[config.mk]
export PLATFORM = sky130hd
export DESIGN_NAME = pse_queue
export DESIGN_NICKNAME = d
export VERILOG_FILES = /design/src/sv/pse_pkg.sv /design/src/sv/pse_queue.sv
export SDC_FILE = /design/constraint.sdc
export NUM_CORES = 1
export LEC_CHECK = 0
export BUFFER_PORTS_ARGS = -buffer_cell sky130_fd_sc_hd__clkbuf_2
export CORE_MARGIN = 1.5
export CORE_UTILIZATION = 45
export DETAILED_ROUTE_END_ITERATION = 8
export PLACE_DENSITY = 0.74
export SYNTH_ARGS = -nofsm -noshare
export SYNTH_HDL_FRONTEND = slang
export SYNTH_SLANG_ARGS = --single-unit
[constraint.sdc]
create_clock -name clk -period 5.62 [get_ports clk]
set_clock_uncertainty 0.15 [all_clocks]
set_input_delay 1.405 -clock clk [delete_from_list [all_inputs] [get_ports clk]]
set_output_delay 1.405 -clock clk [all_outputs]
set_load 0.01 [all_outputs]
[src/sv/pse_pkg.sv]
// shared types and constants of the packed symmetric equilibration block
// no dependencies
`default_nettype none

package pse_pkg;

	localparam int MAX_ORDER = 64;
	localparam int POS_W     = $clog2(MAX_ORDER);
	localparam int ORDER_W   = POS_W + 1;
	localparam int QUEUE_DEPTH = 4;

	localparam logic [16:0] RATIO_THRESHOLD = 17'd6554;

	localparam logic [1:0] FUNC_START = 2'd0;
	localparam logic [1:0] FUNC_LOAD  = 2'd1;
	localparam logic [1:0] FUNC_ELEM  = 2'd2;

	localparam logic [1:0] REG_ORDER        = 2'd0;
	localparam logic [1:0] REG_UPPER_STORED = 2'd1;
	localparam logic [1:0] REG_MAG_LOW      = 2'd2;
	localparam logic [1:0] REG_MAG_HIGH     = 2'd3;

	localparam logic        KIND_START = 1'b0;
	localparam logic        KIND_ELEM  = 1'b1;

	typedef enum logic [1:0] {
		OP_LOAD  = 2'd0,
		OP_START = 2'd1,
		OP_ELEM  = 2'd2
	} op_t;

	typedef struct packed {
		logic [1:0]  func;
		logic [5:0]  index;
		logic [31:0] scale_factor;
		logic [16:0] ratio;
		logic [31:0] largest_magnitude;
		logic signed [31:0] element;
	} pse_in_t;

	typedef struct packed {
		logic        kind;
		logic        equilibrated;
		logic signed [31:0] scaled_element;
		logic        saturated;
		logic        last_element;
	} pse_out_t;

	typedef struct packed {
		op_t              op;
		logic [POS_W-1:0] addr_a;
		logic [POS_W-1:0] addr_b;
		logic [31:0]      data;
		logic             equil;
		logic             last;
	} cmd_t;

endpackage

`default_nettype wire

[src/sv/pse_queue.sv]
// short command queue between the front end and the arithmetic back end
// depends on pse_pkg
`default_nettype none

module pse_queue (
	input  wire            clk,
	input  wire            arst_n,
	input  wire            wr,
	input  pse_pkg::cmd_t  wr_cmd,
	output logic           full,
	input  wire            rd,
	output logic           valid,
	output pse_pkg::cmd_t  rd_cmd
);
	import pse_pkg::*;

	localparam int PTR_W = $clog2(QUEUE_DEPTH);

	cmd_t             slot_q [QUEUE_DEPTH];
	logic [PTR_W-1:0] wr_ptr_q;
	logic [PTR_W-1:0] rd_ptr_q;
	logic [PTR_W:0]   count_q;
	logic             do_wr;
	logic             do_rd;

	assign full   = (count_q == (PTR_W+1)'(QUEUE_DEPTH));
	assign valid  = (count_q != '0);
	assign rd_cmd = slot_q[rd_ptr_q];
	assign do_wr  = wr && !full;
	assign do_rd  = rd && valid;

	always_ff @(posedge clk or negedge arst_n) begin
		if (!arst_n) begin
			wr_ptr_q <= '0;
			rd_ptr_q <= '0;
			count_q  <= '0;
		end else begin
			if (do_wr) begin
				wr_ptr_q <= wr_ptr_q + PTR_W'(1);
			end
			if (do_rd) begin
				rd_ptr_q <= rd_ptr_q + PTR_W'(1);
			end
			if (do_wr && !do_rd) begin
				count_q <= count_q + (PTR_W+1)'(1);
			end else if (do_rd && !do_wr) begin
				count_q <= count_q - (PTR_W+1)'(1);
			end
		end
	end

	always_ff @(posedge clk) begin
		if (do_wr) begin
			slot_q[wr_ptr_q] <= wr_cmd;
		end
	end

endmodule

`default_nettype wire

==> run metrics, run 1 <==
final setup fails 0; global-route usage over all layers between 15 and 20%; post-route ant nets 0; core area ~16000 µm²; Max Freq about 260 MHz; Congestion Overflow GR 0; yosys synthesis warning count 0; fin crit period just under 4000 ps; critical path class flip-flop to output pin; FILL cells between 1000 and 1500; post-place setup slack around 1900 ps; WL/cell 20.3 µm; vias 3263; vias in the first global route 3495; crit start category flip-flop; full die area 17200 µm²; routability congestion estimate just under 0.7; Synth top area share between 70% and 80%; CTS Root Cell clkbuf_16; crit path launch rd_ptr_q[0]; critical path fanouts, max 50; Vert. Die Dim roughly 130 µm; total chip power between 4 and 5 mW; DRC 0; R2R Path Start count_q[2]; largest net degree at the start of global routing 51; VDD IR-drop max between 0.3 and 0.4 mV; Worst Setup Slack, final roughly 1700 ps; PwrDens approximately 530 nW/µm²; Synth Register Bits around 200; Via density between 5 and 6; ys async rst share under 10%; Leak approximately 3 nW; Initial Util 46.3%; CTS Buf Count 17; Reg clk slew, reported paths ~70 ps; Max Transition Viols Final 0; Total Wirelength between 10 and 15 mm; Yosys cell types 21; Seq/Total Area, Yosys between 80% and 90%; Commonest cells post-synth 192 x edfxtp_1, 48 x mux4_2, 7 x dfrtp_1; CTS tree built; critical path capture point type output pin; nets 457; synth top area cells edfxtp_1 78%, mux4_2 15%, dfrtp_1 2.4%; Synthesized Nets roughly 340; Post-Syn Area ~7400 µm²; share of cells above drive strength 1 approximately 47%; most frequent cell after synthesis edfxtp_1; Min-Delay Path Class flip-flop to flip-flop; Reg power frac 48.1%; switching share of power about 29%; worst-margin pin slew around 1000 ps; Gate power share roughly a quarter; final cell count without fillers between 600 and 700; Sink Count 199; worst-skew pair later-pin latency around 430 ps; Req. time, crit path 4070 ps; IO Count about 100; CTS H-tree depth 4; port bufs 101; dpl hpwl between 7 and 8 mm; RSZ-0062 raised after global routing no; switching pwr about 1.3 mW; Arrival @ worst endpoint about 2400 ps; setup_tns 0 ps; post-CTS resize count 0; DRT iter0 DRCs between 150 and 200; outcome finished clean; Final Cycle Share around 69%; Max Cap Violations 0; Placed Instances 596; drt pass-1 iters 4; final hold violation count 0; ANT cells 0; Post-synth EDFFs roughly 190; CTS max path bufs 2; Worst Hold Launch count_q[2]; top_reg_cell synth edfxtp_1; largest area contributor in the netlist edfxtp_1; first-pass GRT wire length between 20 and 25 mm; final hold slack between 300 and 400 ps; Pint about 3.3 mW; Site Rows 46; Die X-Extent between 100 and 150 µm; slew margin rel. 33.2%; initial antenna violation count 0; clock network power share a little over a quarter; Hold-fix buffers, CTS 0; post-CTS setup buffers 0; Mapped Cells about 290; area delta synth->final 17.0%; syn_area_per_cell roughly 26 µm²
-- through the flow --
stage               instance area (µm²)  utilization [%]
CTS                                8670             54.2
floorplan                          7410                -
detailed placement                 8080             50.5
finish                             8670             54.2
global placement                   8080             50.5
global route                       8670             54.2
-- cell families (layout without fill, tap and decap cells) --
| kind of cell | after synthesis | in the layout | share of synthesized area (%) |
|---|---|---|---|
| and+or+nand+nor | 10 | 10 | 0.844 |
| muxes | 50 | 50 | 14.9 |
| DFF | 199 | 199 | 80.2 |
| xor gates and xnor gates | 6 | 6 | 0.709 |
| adders and majority gates | 6 | 6 | 1.11 |
| buffers and inverters | 15 | 141 | 2.18 |
-- worst paths after layout --
path	slack, ps	depth (start not counted)	to
worst max-delay path	1710	2	rd_cmd[10]
worst min-delay path	330	1	count_q[2]
worst max register to register	2900	4	slot_q[2][1]
worst min register to register	330	1	count_q[2]
max in group asynchronous	4480	1	rd_ptr_q[0]
min in group asynchronous	650	1	count_q[1]
-- layout by cell type, fill, tap and decap left out, drive strengths merged --
cell / netlist / final
nand3: 1 / 1
clkbuf: 0 / 120
or3: 1 / 1
fa: 1 / 1
inv: 3 / 3
and2: 4 / 4
bufinv: 0 / 3
nor2: 1 / 1
xor2: 2 / 2
buf: 12 / 5
xnor2: 4 / 4
clkinv: 0 / 5
ha: 5 / 5
nor2b: 1 / 1
clkinvlp: 0 / 5
dfrtp: 7 / 7
mux4: 48 / 48
edfxtp: 192 / 192
mux2: 2 / 2
nand2: 1 / 1
nor3b: 1 / 1
-- sequential cells by signal, summed over array words and instances (netlist names) --
signal	count
rd_ptr_q	2
count_q	3
slot_q	192
wr_ptr_q	2
-- worst max-delay path, stage by stage (launching register included) --
cell and delay, ps:
dfrtp_4 1090, mux4_2 650, clkbuf_2 150
-- final cells by class --
class / count / area, µm² / share of cell area [%]
clock inverter: 13 / 156 / 1.80
sequential: 199 / 5950 / 68.6
tap: 216 / 270 / 3.12
multi-input combinational: 72 / 1310 / 15.1
clock buffer: 19 / 433 / 4.99
inverter: 3 / 11.3 / 0.130
timing repair buffer: 106 / 543 / 6.26
-- routing by layer --
| metal | GRT usage (%) | routed length, µm | vias up |
|---|---|---|---|
| li1 | - | - | 1430 |
| met1 | 21.2 | 5270 | 1698 |
| met2 | 24.6 | 6410 | 123 |
| met3 | 5.40 | 895 | 12 |
| met4 | 5.56 | 142 | 0 |
| met5 | 0 | 0 | - |
-- power groups by stage --
stage / Clock [mW] / Combinational (mW) / Sequential [mW]
3_3_place_gp: 0 / 1.19 / 2.22
5_1_grt: 1.27 / 1.27 / 2.25
3_5_place_dp: 0 / 1.20 / 2.24
4_1_cts: 1.21 / 1.21 / 2.22
2_1_floorplan: 0 / 0.979 / 2.06
6_report: 1.19 / 1.18 / 2.20
(Power assumes the default switching activity.)
==> run 2, diff against run 1 <==
--- a/config.mk
+++ b/config.mk
@@ -9,7 +9,7 @@
 export CORE_MARGIN = 1.5
 export CORE_UTILIZATION = 45
 export DETAILED_ROUTE_END_ITERATION = 8
-export PLACE_DENSITY = 0.74
+export PLACE_DENSITY = 0.76
 export SYNTH_ARGS = -nofsm -noshare
 export SYNTH_HDL_FRONTEND = slang
 export SYNTH_SLANG_ARGS = --single-unit
==> constraint.sdc (replaced) <==
create_clock -name clk -period 3.4 [get_ports clk]
set_clock_uncertainty 0.15 [all_clocks]
set_input_delay 0.85 -clock clk [delete_from_list [all_inputs] [get_ports clk]]
set_output_delay 0.85 -clock clk [all_outputs]
set_load 0.01 [all_outputs]
==> run 2 against run 1 <==
Against the previous run:
- highest routed layer unchanged
- via count down 2.3%
- critical path type unchanged
- clock-buffer cell count up 2
- core utilization up 0.92 points
- final area up 1.7%
- sequential cell count unchanged
- worst setup slack worse by 1500 ps
==> run metrics, run 2 (synthesized netlist as in run 1, its figures left out) <==
outcome finished clean; switching pwr 2.12 mW; share of cells above drive strength 1 around 48%; initial antenna violation count 0; R2R Path Start count_q[2]; critical path capture point type output pin; area delta synth->final 19.0%; R2R Path End count_q[2]; post-route ant nets 0; Leak between 3 and 4 nW; Req. time, crit path approximately 2400 ps; commonest non-fill, non-tap cell in the layout edfxtp_1; first-pass GRT wire length a little under 20 mm; switching share of power between 20% and 30%; crit start category flip-flop; CTS max path bufs 2; final cell count without fillers between 600 and 700; Die X-Extent 131 µm; PwrDens 882 nW/µm²; FILL cells ~1300; Reg power frac between 40% and 50%; worst-skew pair later-pin latency around 420 ps; full die area about 17000 µm²; Sink Count about 200; port bufs ~100; Max Transition Viols Final 0; Arrival @ worst endpoint between 2000 and 2500 ps; Congestion Overflow GR 0; Final Cell Area 8820 µm²; CTS Root Cell clkbuf_16; commonest cells after routing, fill and taps aside 192 x edfxtp_1, 101 x clkbuf_2, 48 x mux4_2; CP peak stage delay roughly 720 ps; CTS tree built; VDD IR-drop max 0.435 mV; FF-to-FF setup slack 970 ps; slew margin rel. 63.8%; routability congestion estimate slightly below 0.7; Max Freq 318 MHz; Largest regs slot_q (192), count_q (3); final hold violation count 0; Via density around 5.0; Placed Instances around 600; CP endpoint rd_cmd[12]; vias between 3000 and 4000; Pint 5.65 mW; Min-Delay Path Class primary input to async pin; Worst Setup Slack, final 256 ps; WP buf/inv 2; R2R cell count 8; critical path cell sequence buf_4 -> mux4_2 -> clkbuf_2; Final Cycle Share between 90% and 100%; Stages on worst setup path 3; CTS H-tree depth 4; final setup fails 0; worst-margin pin slew 542 ps; DRT iter0 DRCs 180; dpl hpwl about 7.7 mm; CTS Buf Count 17; WL/cell roughly 19 µm; crit path launch rd_ptr_q[0]; Vert. Die Dim about 130 µm; max FFs per register 192; Most flops, register slot_q; Hold-fix buffers, CTS 0; setup_tns 0 ps; Initial Util around 46%; global-route usage over all layers about 15%; post-CTS resize count 0; DRC 0; IO Count around 100; nets 463; final hold slack 107 ps; vias in the first global route ~3400; Total Wirelength around 12 mm; ANT cells 0; Max Cap Violations 0; fin crit period about 3100 ps; clock network power share 27.8%; CP top delay family flip-flops; Site Rows 46; Gate power share 27.2%; Area after DPL about 8200 µm²; Critical-path top delay cell dfrtp_4; largest net degree at the start of global routing 32; core area ~16000 µm²; post-place setup slack 611 ps; post-CTS setup buffers 0; RSZ-0062 raised after global routing no; critical path fanouts, max 23; Reg clk slew, reported paths 70 ps; critical path class flip-flop to output pin; drt pass-1 iters 6
run 2: area by class of cell:
type / count / area [µm²] / area share [%]
flip-flops and latches: 199 / 5950 / 67.4
multi-input cells: 72 / 1310 / 14.9
repair buffers: 112 / 626 / 7.10
clock buffers: 21 / 460 / 5.22
well taps: 216 / 270 / 3.07
clock inverters: 11 / 194 / 2.20
inverters: 3 / 11.3 / 0.128
run 2: how the worst min path moves through the flow:
stage / start / to / slack [ps] / depth (start not counted)
after floorplan: count_q[2] / count_q[2] / 300 / 1
after CTS: arst_n / rd_ptr_q[1] / 90 / 1
final: arst_n / rd_ptr_q[1] / 110 / 1
after global routing: arst_n / rd_ptr_q[1] / 100 / 1
after detailed placement: count_q[2] / count_q[2] / 320 / 1
after global placement: count_q[2] / count_q[2] / 310 / 1
run 2: metrics by stage:
stage          power [mW]  utilization, %
2_1_floorplan        5.02               -
3_3_place_gp         5.69            51.0
3_5_place_dp         5.74            51.0
4_1_cts              7.90            55.1
5_1_grt              8.16            55.1
6_report             7.77            55.1
run 2: layer usage:
layer	share of wire (%)	vias to the layer above	global-route usage [%]	wire length (µm)
met2	49	85	24.0	5940
met1	44	1642	19.3	5300
met5	0	-	0	0
li1	-	1444	-	-
met3	5.2	18	5.29	633
met4	1.6	0	5.19	199
run 2: power groups by stage:
stage | Sequential (mW) | Combinational [mW] | Clock [mW]
6_report | 3.50 | 2.11 | 2.16
5_1_grt | 3.56 | 2.30 | 2.29
4_1_cts | 3.52 | 2.17 | 2.21
3_5_place_dp | 3.57 | 2.17 | 0
3_3_place_gp | 3.54 | 2.15 | 0
2_1_floorplan | 3.40 | 1.62 | 0
==> run 3, diff against run 2 <==
--- a/config.mk
+++ b/config.mk
@@ -6,6 +6,7 @@
 export NUM_CORES = 1
 export LEC_CHECK = 0
 export BUFFER_PORTS_ARGS = -buffer_cell sky130_fd_sc_hd__clkbuf_2
+export CORE_ASPECT_RATIO = 1.5
 export CORE_MARGIN = 1.5
 export CORE_UTILIZATION = 45
 export DETAILED_ROUTE_END_ITERATION = 8
==> run 3 against run 2 <==
Against the previous run:
- sequential share of layout area increased by 0.85 points
- global-route usage is 1.3 points higher
- critical endpoint is now rd_cmd[19]
- clock power is 14% lower
- worst setup slack got worse by 64 ps
- highest routed layer unchanged
==> run metrics, run 3 (synthesized netlist as in run 1, its figures left out) <==
outcome finished clean; first-pass GRT wire length approximately 20 mm; Die X-Extent around 110 µm; vias in the first global route between 3000 and 4000; Critical-path top delay cell dfrtp_4; VDD IR-drop max around 0.44 mV; post-route ant nets 0; Placed Instances about 600; CTS Root Cell clkbuf_16; Reg clk slew, reported paths 70 ps; switching pwr around 2.2 mW; Arrival @ worst endpoint 2210 ps; RSZ-0062 raised after global routing no; Top Usage Layer GRT met2; CTS tree built; critical path fanouts, max 29; Largest regs slot_q (192), count_q (3); port bufs between 100 and 150; max FFs per register 192; Req. time, crit path 2400 ps; Min-Delay Path Class primary input to async pin; R2R Path Start count_q[2]; worst-skew pair later-pin latency between 400 and 500 ps; Final Cycle Share a little over nine tenths; final cell count without fillers ~620; post-CTS setup buffers 0; Max Cap Violations 0; post-CTS resize count 0; Max Freq 312 MHz; final hold slack about 110 ps; IO Count a little over 100; Most flops, register slot_q; setup_tns 0 ps; critical path class flip-flop to output pin; crit start category flip-flop; Initial Util between 40% and 50%; Congestion Overflow GR 0; commonest cells after routing, fill and taps aside 192 x edfxtp_1, 101 x clkbuf_2, 48 x mux4_2; dpl hpwl around 8.2 mm; CTS Buf Count 17; PwrDens ~860 nW/µm²; Leak roughly 3 nW; final setup fails 0; switching share of power 29.8%; core area ~16000 µm²; Total Wirelength ~13 mm; fin util a little over half; largest net degree at the start of global routing between 40 and 50; crit path launch rd_ptr_q[0]; fin crit period roughly 3200 ps; Max Transition Viols Final 0; final hold violation count 0; Via density 5.29; Site Rows 57; CP peak stage delay roughly 810 ps; WL/cell 20.9 µm; slew margin rel. approximately three fifths; DRC 0; Pint 5.26 mW; Final Cell Area approximately 8700 µm²; Reg power frac between 40% and 50%; M1 GR Usage a little under a fifth; post-place setup slack 555 ps; drt pass-1 iters 6; full die area about 17000 µm²; CTS max path bufs 2; area delta synth->final 17.6%; commonest non-fill, non-tap cell in the layout edfxtp_1; Worst Setup Slack, final slightly below 200 ps; DRT iter0 DRCs around 200; vias 3303; routability congestion estimate between 0.7 and 0.8; critical path capture point type output pin; Sink Count just under 200; Area after DPL 8160 µm²; share of cells above drive strength 1 48.0%; met2 GRT Util between 20 and 30%; critical path cell sequence buf_4 -> mux4_2 -> clkbuf_2; met3 Use GR between 3 and 4%; worst-margin pin slew about 580 ps; clock network power share between 20% and 30%; initial antenna violation count 1; nets approximately 460; Vert. Die Dim 160 µm; Gate power share 28.7%; global-route usage over all layers 16.3%; CTS H-tree depth 4; total chip power about 7.5 mW; Hold-fix buffers, CTS 0
## run 3: cell count changes in the layout (fill, tap and decap cells not counted), moves of 2 or more
| cell | before | now |
|---|---|---|
| clkbuf_8 | 2 | 0 |
| bufinv_16 | 5 | 0 |
| clkinvlp_4 | 1 | 5 |
| inv_8 | 0 | 4 |
| clkbuf_1 | 2 | 0 |
## run 3: cell type report
cell class                 count  area, µm²
clock inverter                13        121
inverter                       3       11.3
timing repair buffer         113        633
tap                          206        258
sequential                   199       5950
multi-input combinational     72       1310
clock buffer                  17        425
antenna                        1       2.50
fill                        1263       7410
## run 3: worst paths after layout
| kind | to | slack (ps) | depth (start not counted) |
|---|---|---|---|
| worst min-delay path | count_q[0] | 110 | 1 |
| worst min register to register | count_q[2] | 340 | 1 |
| worst max register to register | count_q[2] | 980 | 8 |
| max in group asynchronous | rd_ptr_q[0] | 2800 | 1 |
| worst max-delay path | rd_cmd[19] | 190 | 3 |
| min in group clk | count_q[2] | 340 | 1 |
## run 3: worst max-delay path, delay by kind of cell (launching register included)
kind | cells | cell delay [ps]
mux | 1 | 520
flops | 1 | 810
buf+inv | 2 | 450
## run 3: power by group through the flow
stage	clock network, mW	logic (mW)	registers [mW]
6_report	1.85	2.16	3.49
4_1_cts	1.91	2.22	3.51
3_3_place_gp	0	2.17	3.52
5_1_grt	1.99	2.33	3.55
2_1_floorplan	0	1.62	3.40
3_5_place_dp	0	2.21	3.56
## run 3: per-layer routing
metal	up-vias	wire (µm)
li1	1448	-
met1	1757	5010
met2	77	7170
met3	21	489
met4	0	345
met5	-	0
