File: config.mk
export PLATFORM = sky130hd
export DESIGN_NAME = pse_front
export DESIGN_NICKNAME = d
export VERILOG_FILES = /design/src/sv/pse_pkg.sv /design/src/sv/pse_front.sv
export SDC_FILE = /design/constraint.sdc
export NUM_CORES = 1
export LEC_CHECK = 0
export BUFFER_PORTS_ARGS = -buffer_cell sky130_fd_sc_hd__buf_2
export CORE_MARGIN = 5
export CORE_UTILIZATION = 46
export DETAILED_ROUTE_END_ITERATION = 8
export PLACE_DENSITY = 0.85
export SETUP_SLACK_MARGIN = 0.2
export SYNTH_ARGS = -nofsm -noshare
export SYNTH_HDL_FRONTEND = slang
export SYNTH_SLANG_ARGS = --single-unit
File: constraint.sdc
create_clock -name clk -period 8.85 [get_ports clk]
set_input_delay 0.885 -clock clk [delete_from_list [all_inputs] [get_ports clk]]
set_output_delay 0.885 -clock clk [all_outputs]
set_load 0.02 [all_outputs]
File: src/sv/pse_pkg.sv
// shared types and constants of the packed symmetric equilibration block
// no dependencies
`default_nettype none

package pse_pkg;

	localparam int MAX_ORDER = 64;
	localparam int POS_W     = $clog2(MAX_ORDER);
	localparam int ORDER_W   = POS_W + 1;
	localparam int QUEUE_DEPTH = 4;

	localparam logic [16:0] RATIO_THRESHOLD = 17'd6554;

	localparam logic [1:0] FUNC_START = 2'd0;
	localparam logic [1:0] FUNC_LOAD  = 2'd1;
	localparam logic [1:0] FUNC_ELEM  = 2'd2;

	localparam logic [1:0] REG_ORDER        = 2'd0;
	localparam logic [1:0] REG_UPPER_STORED = 2'd1;
	localparam logic [1:0] REG_MAG_LOW      = 2'd2;
	localparam logic [1:0] REG_MAG_HIGH     = 2'd3;

	localparam logic        KIND_START = 1'b0;
	localparam logic        KIND_ELEM  = 1'b1;

	typedef enum logic [1:0] {
		OP_LOAD  = 2'd0,
		OP_START = 2'd1,
		OP_ELEM  = 2'd2
	} op_t;

	typedef struct packed {
		logic [1:0]  func;
		logic [5:0]  index;
		logic [31:0] scale_factor;
		logic [16:0] ratio;
		logic [31:0] largest_magnitude;
		logic signed [31:0] element;
	} pse_in_t;

	typedef struct packed {
		logic        kind;
		logic        equilibrated;
		logic signed [31:0] scaled_element;
		logic        saturated;
		logic        last_element;
	} pse_out_t;

	typedef struct packed {
		op_t              op;
		logic [POS_W-1:0] addr_a;
		logic [POS_W-1:0] addr_b;
		logic [31:0]      data;
		logic             equil;
		logic             last;
	} cmd_t;

endpackage

`default_nettype wire

File: src/sv/pse_front.sv
// front end: configuration registers, start decision and packed triangle walk
// depends on pse_pkg
`default_nettype none

module pse_front (
	input  wire                  clk,
	input  wire                  arst_n,
	input  wire                  cfg_write,
	input  wire [1:0]            cfg_index,
	input  wire [31:0]           cfg_data,
	input  wire                  take,
	input  pse_pkg::pse_in_t     in_item,
	output logic                 cmd_push,
	output pse_pkg::cmd_t        cmd
);
	import pse_pkg::*;

	logic [ORDER_W-1:0] order_q;
	logic               upper_q;
	logic [31:0]        low_q;
	logic [31:0]        high_q;
	logic [POS_W-1:0]   row_q;
	logic [POS_W-1:0]   col_q;
	logic               scaling_q;

	logic [ORDER_W-1:0] n;
	logic [ORDER_W-1:0] n_m1;
	logic [POS_W-1:0]   r;
	logic [POS_W-1:0]   c;
	logic [POS_W-1:0]   row_d;
	logic [POS_W-1:0]   col_d;
	logic               scaling_d;
	logic               skip;
	logic               outside;
	logic               last;

	assign n = (order_q > ORDER_W'(MAX_ORDER)) ? ORDER_W'(MAX_ORDER) : order_q;
	assign n_m1 = n - ORDER_W'(1);

	assign skip = (in_item.ratio >= RATIO_THRESHOLD)
		&& (in_item.largest_magnitude >= low_q)
		&& (in_item.largest_magnitude <= high_q);

	always_comb begin
		if (upper_q) begin
			outside = ({1'b0, col_q} >= n) || (row_q > col_q);
		end else begin
			outside = ({1'b0, col_q} >= n) || (row_q < col_q) || ({1'b0, row_q} >= n);
		end
		r = outside ? '0 : row_q;
		c = outside ? '0 : col_q;
		last = ({1'b0, r} == n_m1) && ({1'b0, c} == n_m1);
	end

	always_comb begin
		row_d     = row_q;
		col_d     = col_q;
		scaling_d = scaling_q;
		cmd_push  = 1'b0;
		cmd.op     = OP_LOAD;
		cmd.addr_a = in_item.index[POS_W-1:0];
		cmd.addr_b = '0;
		cmd.data   = in_item.scale_factor;
		cmd.equil  = 1'b0;
		cmd.last   = 1'b0;
		if (take) begin
			unique case (in_item.func)
				FUNC_LOAD: begin
					cmd_push = 1'b1;
				end
				FUNC_START: begin
					cmd_push  = 1'b1;
					scaling_d = (n != '0) && !skip;
					row_d     = '0;
					col_d     = '0;
					cmd.op    = OP_START;
					cmd.equil = scaling_d;
				end
				FUNC_ELEM: begin
					cmd_push   = 1'b1;
					cmd.op     = OP_ELEM;
					cmd.data   = in_item.element;
					cmd.addr_a = r;
					cmd.addr_b = c;
					if (n == '0) begin
						row_d     = '0;
						col_d     = '0;
						cmd.equil = 1'b0;
						cmd.last  = 1'b1;
					end else begin
						cmd.equil = scaling_q;
						cmd.last  = last;
						if (last) begin
							row_d = '0;
							col_d = '0;
						end else if (upper_q) begin
							if (r == c) begin
								col_d = c + POS_W'(1);
								row_d = '0;
							end else begin
								row_d = r + POS_W'(1);
								col_d = c;
							end
						end else begin
							if ({1'b0, r} == n_m1) begin
								col_d = c + POS_W'(1);
								row_d = c + POS_W'(1);
							end else begin
								row_d = r + POS_W'(1);
								col_d = c;
							end
						end
					end
				end
				default: begin
					cmd_push = 1'b0;
				end
			endcase
		end
	end

	always_ff @(posedge clk or negedge arst_n) begin
		if (!arst_n) begin
			order_q   <= '0;
			upper_q   <= 1'b1;
			low_q     <= 32'd1;
			high_q    <= 32'hFFFF_FFFF;
			row_q     <= '0;
			col_q     <= '0;
			scaling_q <= 1'b0;
		end else begin
			row_q     <= row_d;
			col_q     <= col_d;
			scaling_q <= scaling_d;
			if (cfg_write) begin
				unique case (cfg_index)
					REG_ORDER:        order_q <= cfg_data[ORDER_W-1:0];
					REG_UPPER_STORED: upper_q <= cfg_data[0];
					REG_MAG_LOW:      low_q   <= cfg_data;
					REG_MAG_HIGH:     high_q  <= cfg_data;
					default:          order_q <= order_q;
				endcase
			end
		end
	end

endmodule

`default_nettype wire

==> results of run 1 <==
kinds of logic (layout without fill, tap and decap cells):
kind of cell	count (synthesis)	count (layout)	share of synthesized area
AND/OR/NAND/NOR	254	254	0.175
AO/OA/AOI/OAI	130	130	0.133
buffers and inverters	105	305	0.0598
adder cells (fa/ha/maj)	85	85	0.156
flip-flops	85	85	0.319
multiplexers	80	80	0.131
XOR/XNOR	20	20	0.0257
other	0	1	0
worst register-to-register path, delay by kind of cell (launching register included):
kind	cells	cell delay, ps
flops	1	600
compound gates	7	1260
simple gates	5	1080
buf+inv	2	490
fa+ha+maj	2	550
worst paths after layout:
check | depth (start not counted) | to | slack, ps
worst max-delay path | 13 | cmd[0] | 3740
worst min-delay path | 1 | low_q[18] | 420
worst max register to register | 16 | col_q[2] | 4740
worst min register to register | 1 | low_q[7] | 500
max in group asynchronous | 2 | low_q[24] | 7370
min in group clk | 1 | low_q[7] | 500
state kept, by name (all words and copies together), names as in the netlist:
name / cells
col_q: 6
row_q: 6
order_q: 7
high_q: 32
scaling_q: 1
low_q: 32
upper_q: 1
area by class of cell:
cell class,instances,area share
well taps,184,0.0277
multi-input cells,569,0.509
diodes,1,0.000301
inverters,79,0.0357
clock inverters,5,0.00783
flip-flops and latches,85,0.261
clock buffers,11,0.0304
repair buffers,210,0.128
layer usage:
layer	global-route usage	vias to the layer above	routed length, um
li1	-	3059	-
met1	0.266	3013	7630
met2	0.350	203	9390
met3	0.0424	34	1080
met4	0.0686	0	326
met5	0	-	0
synthesized netlist by cell type, types with 3 or more instances:
cell type,number,area [um^2]
sky130_fd_sc_hd__o211ai_1,8,60.1
sky130_fd_sc_hd__mux2i_1,7,70.1
sky130_fd_sc_hd__xnor2_1,14,123
sky130_fd_sc_hd__a211oi_1,3,22.5
sky130_fd_sc_hd__nor4b_1,3,26.3
sky130_fd_sc_hd__a2111oi_0,4,35.0
sky130_fd_sc_hd__nor2b_1,11,68.8
sky130_fd_sc_hd__o22ai_1,5,31.3
sky130_fd_sc_hd__inv_1,77,289
sky130_fd_sc_hd__or2_2,3,18.8
sky130_fd_sc_hd__o21a_1,6,45.0
sky130_fd_sc_hd__a22oi_1,5,37.5
sky130_fd_sc_hd__and3_1,4,25.0
sky130_fd_sc_hd__nand2_1,134,503
sky130_fd_sc_hd__o2111ai_1,3,26.3
sky130_fd_sc_hd__clkbuf_1,17,63.8
sky130_fd_sc_hd__ha_1,85,1060
sky130_fd_sc_hd__nand3_1,16,80.1
sky130_fd_sc_hd__nand4_1,16,100
sky130_fd_sc_hd__nor4_1,4,25.0
sky130_fd_sc_hd__mux2_2,73,822
sky130_fd_sc_hd__o31ai_1,8,60.1
sky130_fd_sc_hd__nand2b_1,8,50.1
sky130_fd_sc_hd__nor2_1,27,101
sky130_fd_sc_hd__dfstp_2,34,893
sky130_fd_sc_hd__a21oi_1,27,135
sky130_fd_sc_hd__nor3_1,14,70.1
sky130_fd_sc_hd__buf_1,6,22.5
sky130_fd_sc_hd__o21ai_0,23,115
sky130_fd_sc_hd__xor2_1,6,52.6
sky130_fd_sc_hd__a21o_1,13,97.6
sky130_fd_sc_hd__dfrtp_1,51,1280
layout by cell type, fill, tap and decap left out, drive strengths merged, types with 7 or more instances in the layout:
master and instances:
dfstp 34, mux2 73, nor2 27, ha 85, nand2b 8, a21oi 29, clkbuf 11, a21o 13
xnor2 14, o211ai 8, nand4 16, nor2b 11, nand3 16, dfrtp 51, mux2i 7, nor3 15
o31ai 8, buf 210, inv 80, nand2 134, o21ai 23
through the flow:
step / cells / utilization
2_1_floorplan: 759 / -
3_3_place_gp: 1127 / 0.550
3_5_place_dp: 1127 / 0.550
4_1_cts: 1143 / 0.571
5_1_grt: 1144 / 0.572
6_report: 1144 / 0.572
power by group through the flow:
stage               Combinational (mW)  Sequential, mW  Clock, mW
finish                           0.560           0.534      0.404
global route                     0.628           0.542      0.430
CTS                              0.557           0.532      0.411
detailed placement               0.551           0.538          0
global placement                 0.533           0.535          0
floorplan                        0.404           0.517          0
==> flow_metrics.tcl, run 1 <==
set metrics [dict create \
    ios 208 \
    root_buffer "sky130_fd_sc_hd__clkbuf_16" \
    final_nets 1198 \
    timing.critical_path.arrival_ps 4230 \
    synthesis.instances 759 \
    synth.yosys.seq_area_share 0.319 \
    dieArea_mm2 0.0173 \
    firstDrtPassIters 5 \
    core.rowCount 44 \
    area.sequential_mm2 0.00217 \
    cts.sinks 85 \
    timing_max_transition_violations_final 0 \
    drt_iter0_drc 560 \
    postLayoutSetupSlackWorst_ps 3740 \
    final_min_period_over_clock_period 0.578 \
    synth-edff-count 0 \
    timing_worst_slew_pin_value_ps 1120 \
    timing.critical_path.mode_cell "sky130_fd_sc_hd__nand2_1" \
    post_cts.repair.setup_buffers 0 \
    multi_input_area_mm2 0.00423 \
    setup_repair_after_global_routing_missed_its_margin "false" \
    wire_per_inst_um 16.1 \
    initial_utilization 0.468 \
    clock_tree.htree_level_count 3 \
    status "complete, no violations" \
    final_period_minus_worst_setup_slack_ps 5110 \
    cp_top_family "simple AND/OR/NAND/NOR gates" \
    route.final.wire_length_um 18400 \
    yosys.cell_types.count 66 \
    ctsHoldBuffers 0 \
    hold-worst-slack_ps 424 \
    grt_pass1_vias 6154 \
    slew-limit-headroom 0.252 \
    power_switching_share 0.358 \
    clock_skew_ps 7.98 \
    ys_async_sr_fraction 1.00 \
    placed_area_mm2 0.00799 \
    buf_inv_stages_crit_path 3 \
    globalRoute.totalOverflow 0 \
    core_area_mm2 0.0145 \
    cts_resized 0 \
    cts-buffers-inserted 9 \
    postSynth.topFlopCell "sky130_fd_sc_hd__dfrtp_1" \
    r2r-start "order_q[6]" \
    finish.instance_area_mm2 0.00831 \
    die_width_um 132 \
    leakage_nw 4.27 \
    fill_cells 1299 \
    worst_ep_required_time_ps 7970 \
    tritoncts "done" \
    yosys_synthesis_warning_count 0 \
    maximum_number_of_pins_on_one_net_before_global_route_repair 60 \
    fmaxAchievable_mhz 196 \
    setup_viol_count_final 0 \
    p_int_mw 0.962 \
    drive_gt1_frac 0.359 \
    crit_path_max_incr_delay_ps 600 \
    final.setup.tns_ps 0 \
    clk_pin_slew_ps 70 \
    seq_power_share 0.357 \
    grt_util_overall 0.207 \
    drc 0 \
    routability_congestion_estimate 0.953 \
    startpoint "order_q[6]" \
    ant_nets 0 \
    worstPathMaxFanout 11 \
    worst_skew_pair_later_pin_latency_ps 350 \
    postSynthAreaPerCell_um2 8.96 \
    synthesis.area_mm2 0.00680 \
    drv.max_cap_violation_count 0 \
    timing.setup.critical_path_class "reg -> out" \
    avgViaCountPerCell 5.51 \
    grt_pass1_wl_um 30200 \
    clock_path_buffers 2 \
    cp_slowest_cell "sky130_fd_sc_hd__dfrtp_1" \
    hold_path_class "in -> async" \
    dieHeight_um 132 \
    timing.critical_path.cells "clkinv_1 -> nand2_1 -> inv_1 -> ha_1 -> nor2b_1 -> o21ai_0 -> a221oi_1 -> nor2_1 -> or4_4 -> a22oi_1 -> nand2_1 -> a21oi_1 -> buf_2" \
    setup.worst_path.start_class "register" \
    hold_violations 0 \
    detailed_place_hpwl_um 14600 \
    power_frac_comb 0.374 \
    power_switching_mw 0.536 \
    flow.area_growth_from_synthesis_pct 22.1 \
    detailroute.via_count 6309 \
    irDropWorstVdd_mv 0.181 \
    power_per_cell_area_mw_per_mm2 180 \
    report.power.total_mw 1.50 \
    worst_setup_path_end_kind "output port" \
    grt_antenna_before_repair 1 \
    synth-seq-cells 85 \
    power_frac_clock 0.270 \
    place_ws_ps 4220 \
    port_buffers 206 \
    syn-num-nets 1003 \
]
(Power assumes the default switching activity.)
==> run 2, diff against run 1 <==
- ABC_AREA: not set -> 1
- PLACE_DENSITY: 0.85 -> 0.84
- clock period: 8.85 -> 5.2 ns (I/O delays scaled with it)
==> flow_metrics.tcl, run 2 <==
set metrics [dict create \
    synth.yosys.seq_area_share 0.305 \
    yosys_synthesis_warning_count 0 \
    ant_nets 0 \
    final_cell_count_no_fill 1436 \
    global_route.peak_usage_layer "met2" \
    registers_with_the_highest_flip_flop_counts "high_q: 32 flops, low_q: 32 flops, order_q: 7 flops" \
    globalRoute.totalOverflow 0 \
    flow.area_growth_from_synthesis_pct 19.8 \
    clock_tree.htree_level_count 3 \
    timing.critical_path.arrival_ps 3930 \
    drc 0 \
    die_width_um 134 \
    post_cts.repair.setup_buffers 0 \
    cp_slowest_cell "sky130_fd_sc_hd__dfrtp_1" \
    worstPathMaxFanout 34 \
    cts-buffers-inserted 9 \
    postSynth.topFlopCell "sky130_fd_sc_hd__dfrtp_1" \
    power_frac_comb 0.414 \
    firstDrtPassIters 6 \
    irDropWorstVdd_mv 0.178 \
    final_min_period_over_clock_period 0.855 \
    detailed_place_hpwl_um 15400 \
    grt_antenna_before_repair 0 \
    drt_iter0_drc 582 \
    dieHeight_um 134 \
    synth-seq-cells 85 \
    seq_power_share 0.348 \
    port_buffers 206 \
    clock_skew_ps 8.36 \
    timing.setup.critical_path_class "reg -> out" \
    postSynthAreaPerCell_um2 6.74 \
    leakage_nw 4.93 \
    final_cell_mix "sky130_fd_sc_hd__nand2_1, sky130_fd_sc_hd__buf_2, sky130_fd_sc_hd__inv_1" \
    core_area_mm2 0.0152 \
    root_buffer "sky130_fd_sc_hd__clkbuf_16" \
    clock_path_buffers 2 \
    final_nets 1487 \
    ctsHoldBuffers 0 \
    syn-num-nets 1298 \
    hold_path_class "in -> async" \
    p_int_mw 1.51 \
    final_period_minus_worst_setup_slack_ps 4450 \
    synthesis.area_mm2 0.00710 \
    worst_setup_path_end_kind "output port" \
    final.setup.tns_ps 0 \
    slew-limit-headroom 0.255 \
    setup_repair_after_global_routing_missed_its_margin "false" \
    synthesis.instances 1054 \
    worst_ep_required_time_ps 4680 \
    ios 208 \
    timing.critical_path.cells "nor2_1 -> nand3_1 -> nand2_1 -> nand2_1 -> inv_1 -> ha_1 -> inv_1 -> nand2_1 -> nand2_1 -> nand2_1 -> nand2_1 -> nand2_1 -> inv_1 -> nand3_2 -> nand2_4 -> nand2_1 -> nand2_1 -> nand2_1 -> nor2_1 -> nand2_1 -> nor2_4 -> nand2_2 -> a21oi_1 -> buf_2" \
    hold_violations 0 \
    dieArea_mm2 0.0180 \
    maximum_number_of_pins_on_one_net_before_global_route_repair 65 \
    yosys.cell_types.count 42 \
    fmaxAchievable_mhz 225 \
    core.rowCount 45 \
    setup_viol_count_final 0 \
    power_switching_mw 1.05 \
    synth-edff-count 0 \
    timing_worst_slew_pin_value_ps 1120 \
    synth_largest_type_area_fraction 0.192 \
    timing.critical_path.mode_cell "sky130_fd_sc_hd__nand2_1" \
    grt_pass1_wl_um 31500 \
    setup.worst_path.start_class "register" \
    avgViaCountPerCell 5.05 \
    route.final.wire_length_um 19200 \
    clk_pin_slew_ps 70 \
    cts.sinks 85 \
    groute.layer.met2.usage 0.353 \
    initial_utilization 0.467 \
    synthMostInstantiatedCell "sky130_fd_sc_hd__nand2_1" \
    power_frac_clock 0.239 \
    placed_cells_incl_taps 1420 \
    drive_gt1_frac 0.229 \
    grt.met1_usage 0.276 \
    tritoncts "done" \
    cts_resized 0 \
    routability_congestion_estimate 0.909 \
    wire_per_inst_um 13.3 \
    grt_pass1_vias 6935 \
    cp_top_family "simple AND/OR/NAND/NOR gates" \
    buf_inv_stages_crit_path 4 \
    mostFrequentLayoutCell "sky130_fd_sc_hd__nand2_1" \
    ys_async_sr_fraction 1.00 \
    num_antenna_cells 0 \
    crit_path_max_incr_delay_ps 430 \
    power_per_cell_area_mw_per_mm2 301 \
    worst_skew_pair_later_pin_latency_ps 340 \
    grt_util_overall 0.209 \
    yosys-top-cells-count "sky130_fd_sc_hd__nand2_1, sky130_fd_sc_hd__inv_1, sky130_fd_sc_hd__o21ai_0" \
    drv.max_cap_violation_count 0 \
    power_switching_share 0.411 \
    timing_max_transition_violations_final 0 \
    detailroute.via_count 7247 \
    gr_util_met3 0.0390 \
    yosys.area.top_type "sky130_fd_sc_hd__nand2_1" \
    synth.area.top_cells "sky130_fd_sc_hd__nand2_1, sky130_fd_sc_hd__dfrtp_1, sky130_fd_sc_hd__ha_1, sky130_fd_sc_hd__dfstp_2, sky130_fd_sc_hd__inv_1" \
    status "complete, no violations" \
]
## run 2: worst paths after layout
kind	slack (ps)	from	to	depth (start not counted)
min reg2reg	480	low_q[26]	low_q[26]	2
max	750	order_q[2]	cmd[0]	24
min in group clk	410	cfg_data[20]	high_q[20]	3
max reg2reg	1460	order_q[2]	col_q[0]	26
max in group asynchronous	4070	arst_n	low_q[9]	2
min	70	arst_n	low_q[18]	1
## run 2: layout make-up
class | count | area [um^2]
clock inverters | 6 | 53.8
clock buffers | 10 | 229
inverters | 167 | 627
multi-input cells | 770 | 4130
flip-flops and latches | 85 | 2170
fillers | 1477 | 6690
well taps | 188 | 235
repair buffers | 210 | 1060
## run 2: cell families (layout without fill, tap and decap cells)
kind of cell / count (synthesis) / after routing / share of synthesized area
simple gates: 522 / 522 / 0.307
fa+ha+maj: 85 / 85 / 0.150
compound gates: 158 / 158 / 0.118
flops: 85 / 85 / 0.305
xor+xnor: 5 / 5 / 0.00616
buf+inv: 199 / 393 / 0.114
## run 2: stage by stage
step / utilization / cell area (um^2) / hold WS, ps / total power [mW] / setup slack (ps)
after global routing: 0.560 / 8510 / 89.5 / 2.79 / 449
after CTS: 0.560 / 8510 / 77.0 / 2.57 / 783
after detailed placement: 0.541 / 8230 / 443 / 1.95 / 1180
after floorplan: - / 7100 / 224 / 1.72 / 1890
after global placement: 0.541 / 8230 / 440 / 1.91 / 1210
final: 0.560 / 8510 / 75.0 / 2.56 / 753
## run 2: power by group through the flow
| stage | logic, mW | registers, mW | clock network, mW |
|---|---|---|---|
| floorplan | 0.858 | 0.861 | 0 |
| global placement | 1.02 | 0.894 | 0 |
| detailed placement | 1.05 | 0.898 | 0 |
| CTS | 1.06 | 0.889 | 0.625 |
| global route | 1.22 | 0.906 | 0.659 |
| finish | 1.06 | 0.891 | 0.612 |
## run 2: metal layers
layer  vias up  share of wire
met3        27          0.072
li1       3730              -
met1      3243           0.42
met2       247           0.49
met4         0          0.013
met5         -              0
